===== src/hdl/assert_macros.svh =====
// Assertion macros shared by the RTL.
`ifndef ASSERT_MACROS_SVH
`define ASSERT_MACROS_SVH
`ifndef SYNTHESIS
`define ASSERT_IMPL(label, clk, rst, a, c) \
  label: assert property (@(posedge clk) disable iff (rst) (a) |-> (c)) else $error("failed");
`define ASSERT_NEXT(label, clk, rst, a, c) \
  label: assert property (@(posedge clk) disable iff (rst) (a) |=> (c)) else $error("failed");
`else
`define ASSERT_IMPL(label, clk, rst, a, c)
`define ASSERT_NEXT(label, clk, rst, a, c)
`endif
`endif


===== src/hdl/sha_pkg.sv =====
`timescale 1ns / 1ps
package sha_pkg;
  localparam int BlockBytes = 64;
  localparam int PadStart = 56;
  localparam logic [7:0] PadByte = 8'h80;

  typedef struct packed {
    logic [7:0] data_byte;
    logic       is_last;
    logic       no_byte;
  } in_beat_t;

  typedef struct packed {
    logic [31:0] digest_word;
    logic [2:0]  word_index;
    logic        last_word;
  } out_beat_t;

  typedef struct packed {
    logic       start;
    logic       busy;
  } core_ctl_t;

  localparam logic [31:0] InitH [8] = '{
    32'h6a09e667, 32'hbb67ae85, 32'h3c6ef372, 32'ha54ff53a,
    32'h510e527f, 32'h9b05688c, 32'h1f83d9ab, 32'h5be0cd19};

  localparam logic [31:0] RoundK [64] = '{
    32'h428a2f98, 32'h71374491, 32'hb5c0fbcf, 32'he9b5dba5, 32'h3956c25b, 32'h59f111f1,
    32'h923f82a4, 32'hab1c5ed5, 32'hd807aa98, 32'h12835b01, 32'h243185be, 32'h550c7dc3,
    32'h72be5d74, 32'h80deb1fe, 32'h9bdc06a7, 32'hc19bf174, 32'he49b69c1, 32'hefbe4786,
    32'h0fc19dc6, 32'h240ca1cc, 32'h2de92c6f, 32'h4a7484aa, 32'h5cb0a9dc, 32'h76f988da,
    32'h983e5152, 32'ha831c66d, 32'hb00327c8, 32'hbf597fc7, 32'hc6e00bf3, 32'hd5a79147,
    32'h06ca6351, 32'h14292967, 32'h27b70a85, 32'h2e1b2138, 32'h4d2c6dfc, 32'h53380d13,
    32'h650a7354, 32'h766a0abb, 32'h81c2c92e, 32'h92722c85, 32'ha2bfe8a1, 32'ha81a664b,
    32'hc24b8b70, 32'hc76c51a3, 32'hd192e819, 32'hd6990624, 32'hf40e3585, 32'h106aa070,
    32'h19a4c116, 32'h1e376c08, 32'h2748774c, 32'h34b0bcb5, 32'h391c0cb3, 32'h4ed8aa4a,
    32'h5b9cca4f, 32'h682e6ff3, 32'h748f82ee, 32'h78a5636f, 32'h84c87814, 32'h8cc70208,
    32'h90befffa, 32'ha4506ceb, 32'hbef9a3f7, 32'hc67178f2};

  function automatic logic [31:0] rotr(input logic [31:0] v, input int s);
    rotr = (v >> s) | (v << (32 - s));
  endfunction
endpackage


===== src/hdl/sha_core.sv =====
`timescale 1ns / 1ps
// Compression engine: loads the block memory, then runs 64 rounds with
// the schedule window held in a 16-entry register ring.
module sha_core
  import sha_pkg::*;
(
  input  logic        clk,
  input  logic        rst,
  input  core_ctl_t   ctl,
  input  logic        init_chain,
  output logic [3:0]  rd_addr,
  input  logic [31:0] rd_word,
  output logic        done,
  input  logic [2:0]  h_sel,
  output logic [31:0] h_word
);
  typedef enum logic [1:0] {IDLE, LOAD, ROUND, FOLD} state_t;
  state_t state;
  logic [6:0] cnt;
  logic [31:0] hv [8];
  logic [31:0] wv [8];
  logic [31:0] sw [16];
  logic [31:0] w_cur, t1, t2, sig1, ch, sig0, maj, w15, w2, w_new;
  logic [5:0] r;

  assign r = cnt[5:0];
  assign rd_addr = cnt[3:0];
  assign h_word = hv[h_sel];

  always_comb begin
    w15 = sw[4'(r + 6'd1)];
    w2 = sw[4'(r + 6'd14)];
    w_new = sw[r[3:0]] + (rotr(w15, 7) ^ rotr(w15, 18) ^ (w15 >> 3)) +
            sw[4'(r + 6'd9)] + (rotr(w2, 17) ^ rotr(w2, 19) ^ (w2 >> 10));
    w_cur = (r < 6'd16) ? sw[r[3:0]] : w_new;
    sig1 = rotr(wv[4], 6) ^ rotr(wv[4], 11) ^ rotr(wv[4], 25);
    ch = (wv[4] & wv[5]) ^ (~wv[4] & wv[6]);
    t1 = wv[7] + sig1 + ch + RoundK[r] + w_cur;
    sig0 = rotr(wv[0], 2) ^ rotr(wv[0], 13) ^ rotr(wv[0], 22);
    maj = (wv[0] & wv[1]) ^ (wv[0] & wv[2]) ^ (wv[1] & wv[2]);
    t2 = sig0 + maj;
  end

  always_ff @(posedge clk) begin
    done <= 1'b0;
    if (rst) begin
      state <= IDLE;
      cnt <= '0;
      for (int i = 0; i < 8; i++) hv[i] <= InitH[i];
    end else begin
      unique case (state)
        IDLE: begin
          if (init_chain) for (int i = 0; i < 8; i++) hv[i] <= InitH[i];
          if (ctl.start) begin
            state <= LOAD;
            cnt <= '0;
          end
        end
        LOAD: begin
          // Memory read data is registered, so it lags the address.
          if (cnt != 7'd0) sw[4'(cnt - 7'd1)] <= rd_word;
          if (cnt == 7'd16) begin
            state <= ROUND;
            cnt <= '0;
            for (int i = 0; i < 8; i++) wv[i] <= hv[i];
          end else begin
            cnt <= cnt + 7'd1;
          end
        end
        ROUND: begin
          sw[r[3:0]] <= w_cur;
          wv[7] <= wv[6];
          wv[6] <= wv[5];
          wv[5] <= wv[4];
          wv[4] <= wv[3] + t1;
          wv[3] <= wv[2];
          wv[2] <= wv[1];
          wv[1] <= wv[0];
          wv[0] <= t1 + t2;
          if (cnt == 7'd63) state <= FOLD;
          cnt <= cnt + 7'd1;
        end
        FOLD: begin
          for (int i = 0; i < 8; i++) hv[i] <= hv[i] + wv[i];
          done <= 1'b1;
          state <= IDLE;
        end
        default: state <= IDLE;
      endcase
    end
  end
endmodule


===== src/hdl/sha256_message_digest.sv =====
`timescale 1ns / 1ps
// Channel  Dir  Payload     Handshake
// in       in   in_beat_t   in_valid / in_stall
// out      out  out_beat_t  out_valid / out_stall
// Bytes enter at one per cycle unless stalled; a full block then stalls input
// while the core loads it, runs 64 rounds, folds and hands off. A last beat adds
// padding at one byte per cycle, one or two compressions (which pause it), and
// eight digest beats. Reset is synchronous and restores the initial chain.
// in_stall is high outside byte intake; out_stall holds the current beat.
module sha256_message_digest
  import sha_pkg::*;
(
  input  logic      clk,
  input  logic      rst,
  input  logic      in_valid,
  output logic      in_stall,
  input  in_beat_t  in_data,
  output logic      out_valid,
  input  logic      out_stall,
  output out_beat_t out_data
);
`include "assert_macros.svh"
  typedef enum logic [2:0] {S_IN, S_COMP, S_MARK, S_ZERO, S_LEN, S_OUT} state_t;
  state_t state;
  logic [31:0] mem [BlockBytes / 4];
  logic [31:0] rd_word;
  logic [5:0] pos;
  logic [60:0] nbytes;
  logic fin, marked, final_blk, init_chain, done;
  logic [2:0] oidx;
  logic [3:0] rd_addr;
  logic [63:0] bits;
  logic we;
  logic [5:0] waddr;
  logic [7:0] wdata;
  core_ctl_t ctl;
  logic [31:0] h_word;

  assign bits = {nbytes, 3'b000};
  assign in_stall = (state != S_IN);

  always_ff @(posedge clk) begin
    if (we) mem[waddr[5:2]][{~waddr[1:0], 3'b000} +: 8] <= wdata;
    rd_word <= mem[rd_addr];
  end

  sha_core u_core (
    .clk, .rst, .ctl, .init_chain, .rd_addr, .rd_word, .done,
    .h_sel(oidx), .h_word
  );

  always_comb begin
    we = 1'b0;
    waddr = pos;
    wdata = in_data.data_byte;
    ctl.start = 1'b0;
    ctl.busy = (state == S_COMP);
    unique case (state)
      S_IN: begin
        we = in_valid && !in_data.no_byte;
        ctl.start = we && pos == 6'd63;
      end
      S_MARK: begin
        we = 1'b1;
        wdata = PadByte;
        ctl.start = pos == 6'd63;
      end
      S_ZERO: begin
        we = 1'b1;
        wdata = '0;
        ctl.start = pos == 6'd63;
      end
      S_LEN: begin
        we = 1'b1;
        wdata = bits[{3'd7 - pos[2:0], 3'b000} +: 8];
        ctl.start = pos == 6'd63;
      end
      default: ;
    endcase
  end

  always_ff @(posedge clk) begin
    init_chain <= 1'b0;
    if (rst) begin
      state <= S_IN;
      pos <= '0;
      nbytes <= '0;
      fin <= 1'b0;
      marked <= 1'b0;
      final_blk <= 1'b0;
      out_valid <= 1'b0;
      oidx <= '0;
    end else begin
      unique case (state)
        S_IN: begin
          if (in_valid) begin
            if (!in_data.no_byte) begin
              pos <= pos + 6'd1;
              nbytes <= nbytes + 61'd1;
            end
            fin <= in_data.is_last;
            if (!in_data.no_byte && pos == 6'd63) state <= S_COMP;
            else if (in_data.is_last) state <= S_MARK;
          end
        end
        S_COMP: begin
          if (done) begin
            if (final_blk) begin
              state <= S_OUT;
              out_valid <= 1'b1;
              oidx <= '0;
            end else if (!fin) state <= S_IN;
            else if (!marked) state <= S_MARK;
            else state <= S_ZERO;
          end
        end
        S_MARK: begin
          pos <= pos + 6'd1;
          marked <= 1'b1;
          if (pos == 6'd63) state <= S_COMP;
          else if (pos == 6'd55) state <= S_LEN;
          else state <= S_ZERO;
        end
        S_ZERO: begin
          pos <= pos + 6'd1;
          if (pos == 6'd63) state <= S_COMP;
          else if (pos == 6'd55) state <= S_LEN;
        end
        S_LEN: begin
          pos <= pos + 6'd1;
          if (pos == 6'd63) begin
            state <= S_COMP;
            final_blk <= 1'b1;
          end
        end
        S_OUT: begin
          if (!out_stall) begin
            oidx <= oidx + 3'd1;
            if (oidx == 3'd7) begin
              out_valid <= 1'b0;
              state <= S_IN;
              nbytes <= '0;
              fin <= 1'b0;
              marked <= 1'b0;
              final_blk <= 1'b0;
              init_chain <= 1'b1;
            end
          end
        end
        default: state <= S_IN;
      endcase
    end
  end

  always_comb begin
    out_data.digest_word = h_word;
    out_data.word_index = oidx;
    out_data.last_word = (oidx == 3'd7);
  end

  `ASSERT_IMPL(a_out_only_done, clk, rst, out_valid, state == S_OUT)
  `ASSERT_IMPL(a_stall_busy, clk, rst, ctl.busy, in_stall)
  `ASSERT_NEXT(a_hold, clk, rst, out_valid && out_stall, out_valid && $stable(oidx))
endmodule

===== config.mk =====
export PLATFORM = sky130hd
export DESIGN_NAME = sha256_message_digest
export DESIGN_NICKNAME = d
export VERILOG_FILES = /design/src/hdl/sha_pkg.sv /design/src/hdl/sha_core.sv /design/src/hdl/sha256_message_digest.sv
export VERILOG_INCLUDE_DIRS = /design/src /design/src/hdl
export SDC_FILE = /design/constraint.sdc
export NUM_CORES = 2
export LEC_CHECK = 0
export ABC_CLOCK_PERIOD_IN_PS = 20900
export BUFFER_PORTS_ARGS = -buffer_cell sky130_fd_sc_hd__buf_2
export CAP_MARGIN = 40
export CORE_ASPECT_RATIO = 2
export CORE_MARGIN = 3
export CORE_UTILIZATION = 40
export CTS_CLUSTER_DIAMETER = 50
export CTS_CLUSTER_SIZE = 40
export DETAILED_ROUTE_END_ITERATION = 16
export GPL_ROUTABILITY_DRIVEN = 1
export SLEW_MARGIN = 40
export SYNTH_ARGS = -nofsm -noshare
export SYNTH_HDL_FRONTEND = slang
export SYNTH_SLANG_ARGS = --single-unit

===== constraint.sdc =====
create_clock -name clk -period 20.9 [get_ports clk]
set_clock_uncertainty 0.1 [all_clocks]
set_input_delay 2.09 -clock clk [delete_from_list [all_inputs] [get_ports clk]]
set_output_delay 2.09 -clock clk [all_outputs]
set_load 0.005 [all_outputs]

## Yosys cells after proc, flatten, opt, wreduce, memory -nomap -nowiden

Memories as Yosys holds them, arrays and structs flattened. A register that Yosys moved wholly into a read port is not among the register bits.
Cells that the tools add are included.

| word-level totals | value |
|---|---|
| logic and storage cells | 260 |
| bits in read-only memories | 2048 |
| output and inout port bits | 38 |
| memories kept | 5 |
| input bits | 14 |
| register bits | 88 |
| RAM bits | 1536 |

| operators by class | value |
|---|---|
| bitwise logic cells | 54 |
| reduce and logical (&&, ||, !) cells | 27 |
| equal/unequal tests | 25 |
| mux-type cells | 104 |
| $lt $le $gt $ge | 2 |
| shift-type cells | 3 |
| add/sub/neg operators | 28 |

Memories:

| name | depth | bits a word | read ports | clocked after Yosys merged registers in | wr ports | RTL line | text |
|---|---|---|---|---|---|---|---|
| (no name shown) | 64 | 32 | 1 | 0 | 0 | sha_core.sv:38 | `t1 = wv[7] + sig1 + ch + RoundK[r] + w_cur;` |
| mem | 16 | 32 | 1 | 1 | 1 | sha256_message_digest.sv:25 | `logic [31:0] mem [BlockBytes / 4];` |
| u_core.sw | 16 | 32 | 4 | 1 | 1 | sha_core.sv:22 | `logic [31:0] sw [16];` |
| u_core.hv | 8 | 32 | 9 | 1 | 8 | sha_core.sv:20 | `logic [31:0] hv [8];` |
| u_core.wv | 8 | 32 | 8 | 0 | 8 | sha_core.sv:21 | `logic [31:0] wv [8];` |

Operators by type and width:

| cell | count |
|---|---|
| 32-bit two-way mux | 29 |
| 32-bit adder | 18 |
| 32-bit XOR | 9 |
| 61-bit two-way mux | 4 |
| 32-bit bitwise AND | 5 |
| 61-bit case mux with 2 select lines | 1 |
| 64-bit by 7-bit indexed part select with 8-bit output | 1 |
| 61-bit by 1-bit adder with 61-bit output, second input constant | 1 |
| 3-bit two-way mux | 17 |
| 32-bit inverter | 1 |
| 10-bit by 32-bit bitwise OR with 32-bit output | 1 |
| 13-bit by 32-bit bitwise OR with 32-bit output | 1 |
| 14-bit by 32-bit bitwise OR with 32-bit output | 1 |
| 15-bit by 32-bit bitwise OR with 32-bit output | 1 |
| 19-bit by 32-bit bitwise OR with 32-bit output | 1 |
| 21-bit by 32-bit bitwise OR with 32-bit output | 1 |
| 25-bit by 32-bit bitwise OR with 32-bit output | 1 |
| 26-bit by 32-bit bitwise OR with 32-bit output | 1 |
| 30-bit by 32-bit bitwise OR with 32-bit output | 1 |
| 7-bit by 32-bit bitwise OR with 32-bit output | 1 |
| 32-bit OR reduction | 1 |
| 8-bit by 7-bit variable shift with 32-bit output, first input constant | 1 |
| 8-bit by 7-bit indexed part select with 32-bit output | 1 |
| 32-bit by 22-bit XOR with 32-bit output | 1 |
| other kinds (51) | 143 |

## Logic depth before layout (Yosys ltp)

An unclocked memory read counts as a cell.

| depth | value |
|---|---|
| word-level depth | 12 |
| mapped depth | 57 |
| depth with buffers taken out | 53 |

## Hierarchy

A second synthesis with hierarchy kept.

| second synthesis, totals | value |
|---|---|
| cell total of the unflattened synthesis | 8197 |
| area, all modules | 102767.3 sq um |

By module, submodules not included:

| module | times used | area an instance (sq um) | sequential area each (sq um) | cells an instance |
|---|---|---|---|---|
| sha_core | 1 | 77962.3 | 30709.5 | 6792 |
| sha256_message_digest | 1 | 24805.0 | 17576.9 | 1405 |

## Least setup slack after synthesis

No wires, ideal clock.

| path | value |
|---|---|
| kind | input port to flip-flop |
| from | input port rst |
| to | memory u_core.wv[0][0] (enable) |
| required time | 19.573 ns |
| arrival time | 20.252 ns |
| stages | 3 |
| buffers on the path | 1 |
| path slack | -0.679 ns |
| setup time | 1.227 ns |
| cells stage by stage | clkbuf_1 nand2b_1 o21ai_0 |

RTL lines:

| element | RTL line | text |
|---|---|---|
| start, declared | sha256_message_digest.sv:14 | `input logic rst,` |
| end, declared | sha_core.sv:21 |  |

==> flow_metrics.env <==
export IMPL_ys_seq_area_share_pct=47.3
export IMPL_crit_type="register to register"
export IMPL_io_buffer_count=51
export IMPL_p_leak_nw=37.9
export IMPL_synth_edf_count=1504
export IMPL_fp_dieW_um=363
export IMPL_grt_ovfl_total=0
export IMPL_cts_hold_buf=0
export IMPL_grt_pass1_wl_um=516000
export IMPL_cts_path_max_buffers=3
export IMPL_cts_sinks=1663
export IMPL_dpl_cell_area_mm2=0.107
export IMPL_io_pins=52
export IMPL_hold_viol=0
export IMPL_critPathArrivalTime_ns=16.07
export IMPL_initial_utilization_pct=40.3
export IMPL_stdcell_area_mm2=0.112
export IMPL_ys_flop_type="edfxtp_1"
export IMPL_synth_distinct_cells=87
export IMPL_hold_path_class="register to register"
export IMPL_post_synth_top_area_cell="edfxtp_1"
export IMPL_seqCellArea_mm2=0.0484
export IMPL_wl_per_cell_um=31.6
export IMPL_fin_tns_setup_ns=0
export IMPL_rows=261
export IMPL_finalCritPeriodShare_pct=74.8
export IMPL_end_kind="register"
export IMPL_startpoint_type="register"
export IMPL_core_area_mm2=0.253
export IMPL_nets=8658
export IMPL_ant_nets=0
export IMPL_antenna_found_initial=11
export IMPL_drt_initial_drc_count=6056
export IMPL_multi_input_area_mm2=0.0513
export IMPL_areaGrowthSynthToFinish_pct=9.68
export IMPL_die_area_mm2=0.262
export IMPL_grt_start_max_net_pins=114
export IMPL_postSynthCellCount=8116
export IMPL_worst_pin_slew_ns=0.963
export IMPL_post_cts_buffers=0
export IMPL_power_mw=6.77
export IMPL_routed_wl_um=361000
export IMPL_worstPathRequired_ns=21.33
export IMPL_postSynthNetCount=8740
export IMPL_outcome="complete, no violations"
export IMPL_cts_tree="built"
export IMPL_cpPeakStageDelay_ns=0.75
export IMPL_grtUsageTotal_pct=27.4
export IMPL_worstSkewPairLatency_ns=0.87
export IMPL_cts_root_buffer="clkbuf_16"
export IMPL_power_density_mw_per_mm2=60.4
export IMPL_synth_area_mm2=0.102
export IMPL_rsz0062_at_grt="false"
export IMPL_gp_congestion=1.02
export IMPL_synth_top_area_share_pct=44.2
export IMPL_ys_async_sr_fraction_pct=0
export IMPL_die_h_um=721
export IMPL_clk_pin_slew_ns=0.11
export IMPL_grt_pass1_vias=73500
export IMPL_ys_seq_elements=1663
export IMPL_relSlewSlack_pct=35.1
export IMPL_drive_gt1_share_pct=17.8
export IMPL_fillers=22900
export IMPL_drcViolationCount=0
export IMPL_cts_buffers=118
export IMPL_cts_resized=0
export IMPL_setup_viol=0
export IMPL_ir_worst_vdd_mv=0.0743
export IMPL_htreeDepth=3
export IMPL_vias=69700
export IMPL_final_min_clock_period_ns=15.64
export IMPL_cp_slowest_cell="dfxtp_4"
export IMPL_avgViaCountPerCell=6.09
export IMPL_ys_warn_count=0
export IMPL_dr_pass1_iters=6
export IMPL_drv_slew=0
export IMPL_critPathMaxFanout=58
export IMPL_avgSynthCellArea_um2=12.6
export IMPL_dp_hpwl_um=271000
export IMPL_synth_area_leaders="edfxtp_1, mux4_2, ha_1, nand2_1, fa_1"
export IMPL_critPathMostFrequentCell="inv_1"
export IMPL_cap_violations=0
export IMPL_fmax_mhz=63.9
-- cells by family (layout without fill, tap and decap cells) --
| family | after synthesis | count (layout) | share of synthesized area [%] |
|---|---|---|---|
| AO/OA/AOI/OAI | 1395 | 1395 | 8.52 |
| XOR/XNOR | 630 | 630 | 5.43 |
| adder cells (fa/ha/maj) | 627 | 627 | 9.07 |
| buffers and inverters | 844 | 867 | 3.15 |
| flip-flops | 1663 | 1663 | 47.3 |
| multiplexers | 876 | 876 | 17.8 |
| other | 0 | 15 | 0 |
| AND/OR/NAND/NOR | 2081 | 2081 | 8.74 |
-- state kept, by name, indices dropped and copies added, names as in the netlist, 6 cells and up, named ones only --
name and count:
u_core.wv 256, rd_word 32, u_core.hv 256, pos 6
u_core.sw 512, u_core.cnt 7, nbytes 61, mem 512
-- critical path: cells and delay by family (launching register included) --
family,cells,cell delay (ns)
AND/OR/NAND/NOR,7,1.29
AO/OA/AOI/OAI,14,4.33
multiplexers,2,1.23
adder cells (fa/ha/maj),8,3.44
XOR/XNOR,6,1.23
buffers and inverters,10,2.77
flip-flops,1,0.75
-- Yosys cell counts, drive strengths merged, types with 13 or more instances --
master / n
mux2i: 92
and3: 45
clkbuf: 334
xnor2: 392
edfxtp: 1504
nor3: 81
a211oi: 49
nand2: 1055
nor2b: 72
mux2: 37
mux4: 747
fa: 195
and2: 16
dfxtp: 159
o311ai: 13
a31oi: 45
or3: 35
o21ai: 390
o22ai: 19
buf: 105
nand2b: 79
nand4: 33
nand3: 100
a21o: 196
o21bai: 55
a21oi: 379
xor2: 238
o21a: 48
o31ai: 25
maj3: 17
inv: 405
nor2: 515
ha: 415
o211ai: 34
-- final cells by class --
cell class / instances / share of cell area, %
tap: 3287 / 3.67
inverter: 405 / 1.36
clock inverter: 104 / 1.60
sequential: 1663 / 43.2
timing repair buffer: 237 / 1.71
antenna: 15 / 0.0335
multi-input combinational: 5609 / 45.8
clock buffer: 121 / 2.64
-- cells in the final DEF (no fill, tap or decap), types with 237 or more instances in the layout --
| cell type | instances |
|---|---|
| nor2_1 | 417 |
| xnor2_1 | 382 |
| nand2_1 | 1051 |
| xor2_1 | 237 |
| o21ai_0 | 362 |
| mux4_2 | 747 |
| ha_1 | 410 |
| a21oi_1 | 370 |
| edfxtp_1 | 1504 |
| inv_1 | 401 |
-- layer usage --
metal  up-vias  share of wire [%]  global-route usage (%)
li1      30200                  -                       -
met1     35600                 30                    24.9
met2      2795                 54                    51.4
met3      1131                4.7                    4.06
met4         4                 11                    25.6
met5         -             0.0064                       0
-- worst paths after layout --
kind	depth (start not counted)	slack (ns)	from	to
max	47	5.26	u_core.cnt[0]	u_core.wv[0][31]
min	2	0.40	nbytes[60]	nbytes[60]
max reg2reg	47	5.26	u_core.cnt[0]	u_core.wv[0][31]
min reg2reg	2	0.40	nbytes[60]	nbytes[60]
-- metrics by stage --
step	worst slack, ns	hold slack, ns	utilization, %	cells
5_1_grt	4.66	0.443	44.2	11400
3_3_place_gp	5.40	0.377	42.0	11200
4_1_cts	5.23	0.396	44.1	11400
6_report	5.26	0.402	44.2	11400
3_5_place_dp	5.30	0.379	42.2	11200
2_1_floorplan	6.22	0.355	-	8116
-- power by group --
part	total (mW)	switching [mW]	internal [mW]
Clock	2.79	1.52	1.26
Sequential	3.70	0.0192	3.68
Combinational	0.285	0.206	0.0790
Power figures use the tool's default switching activity.
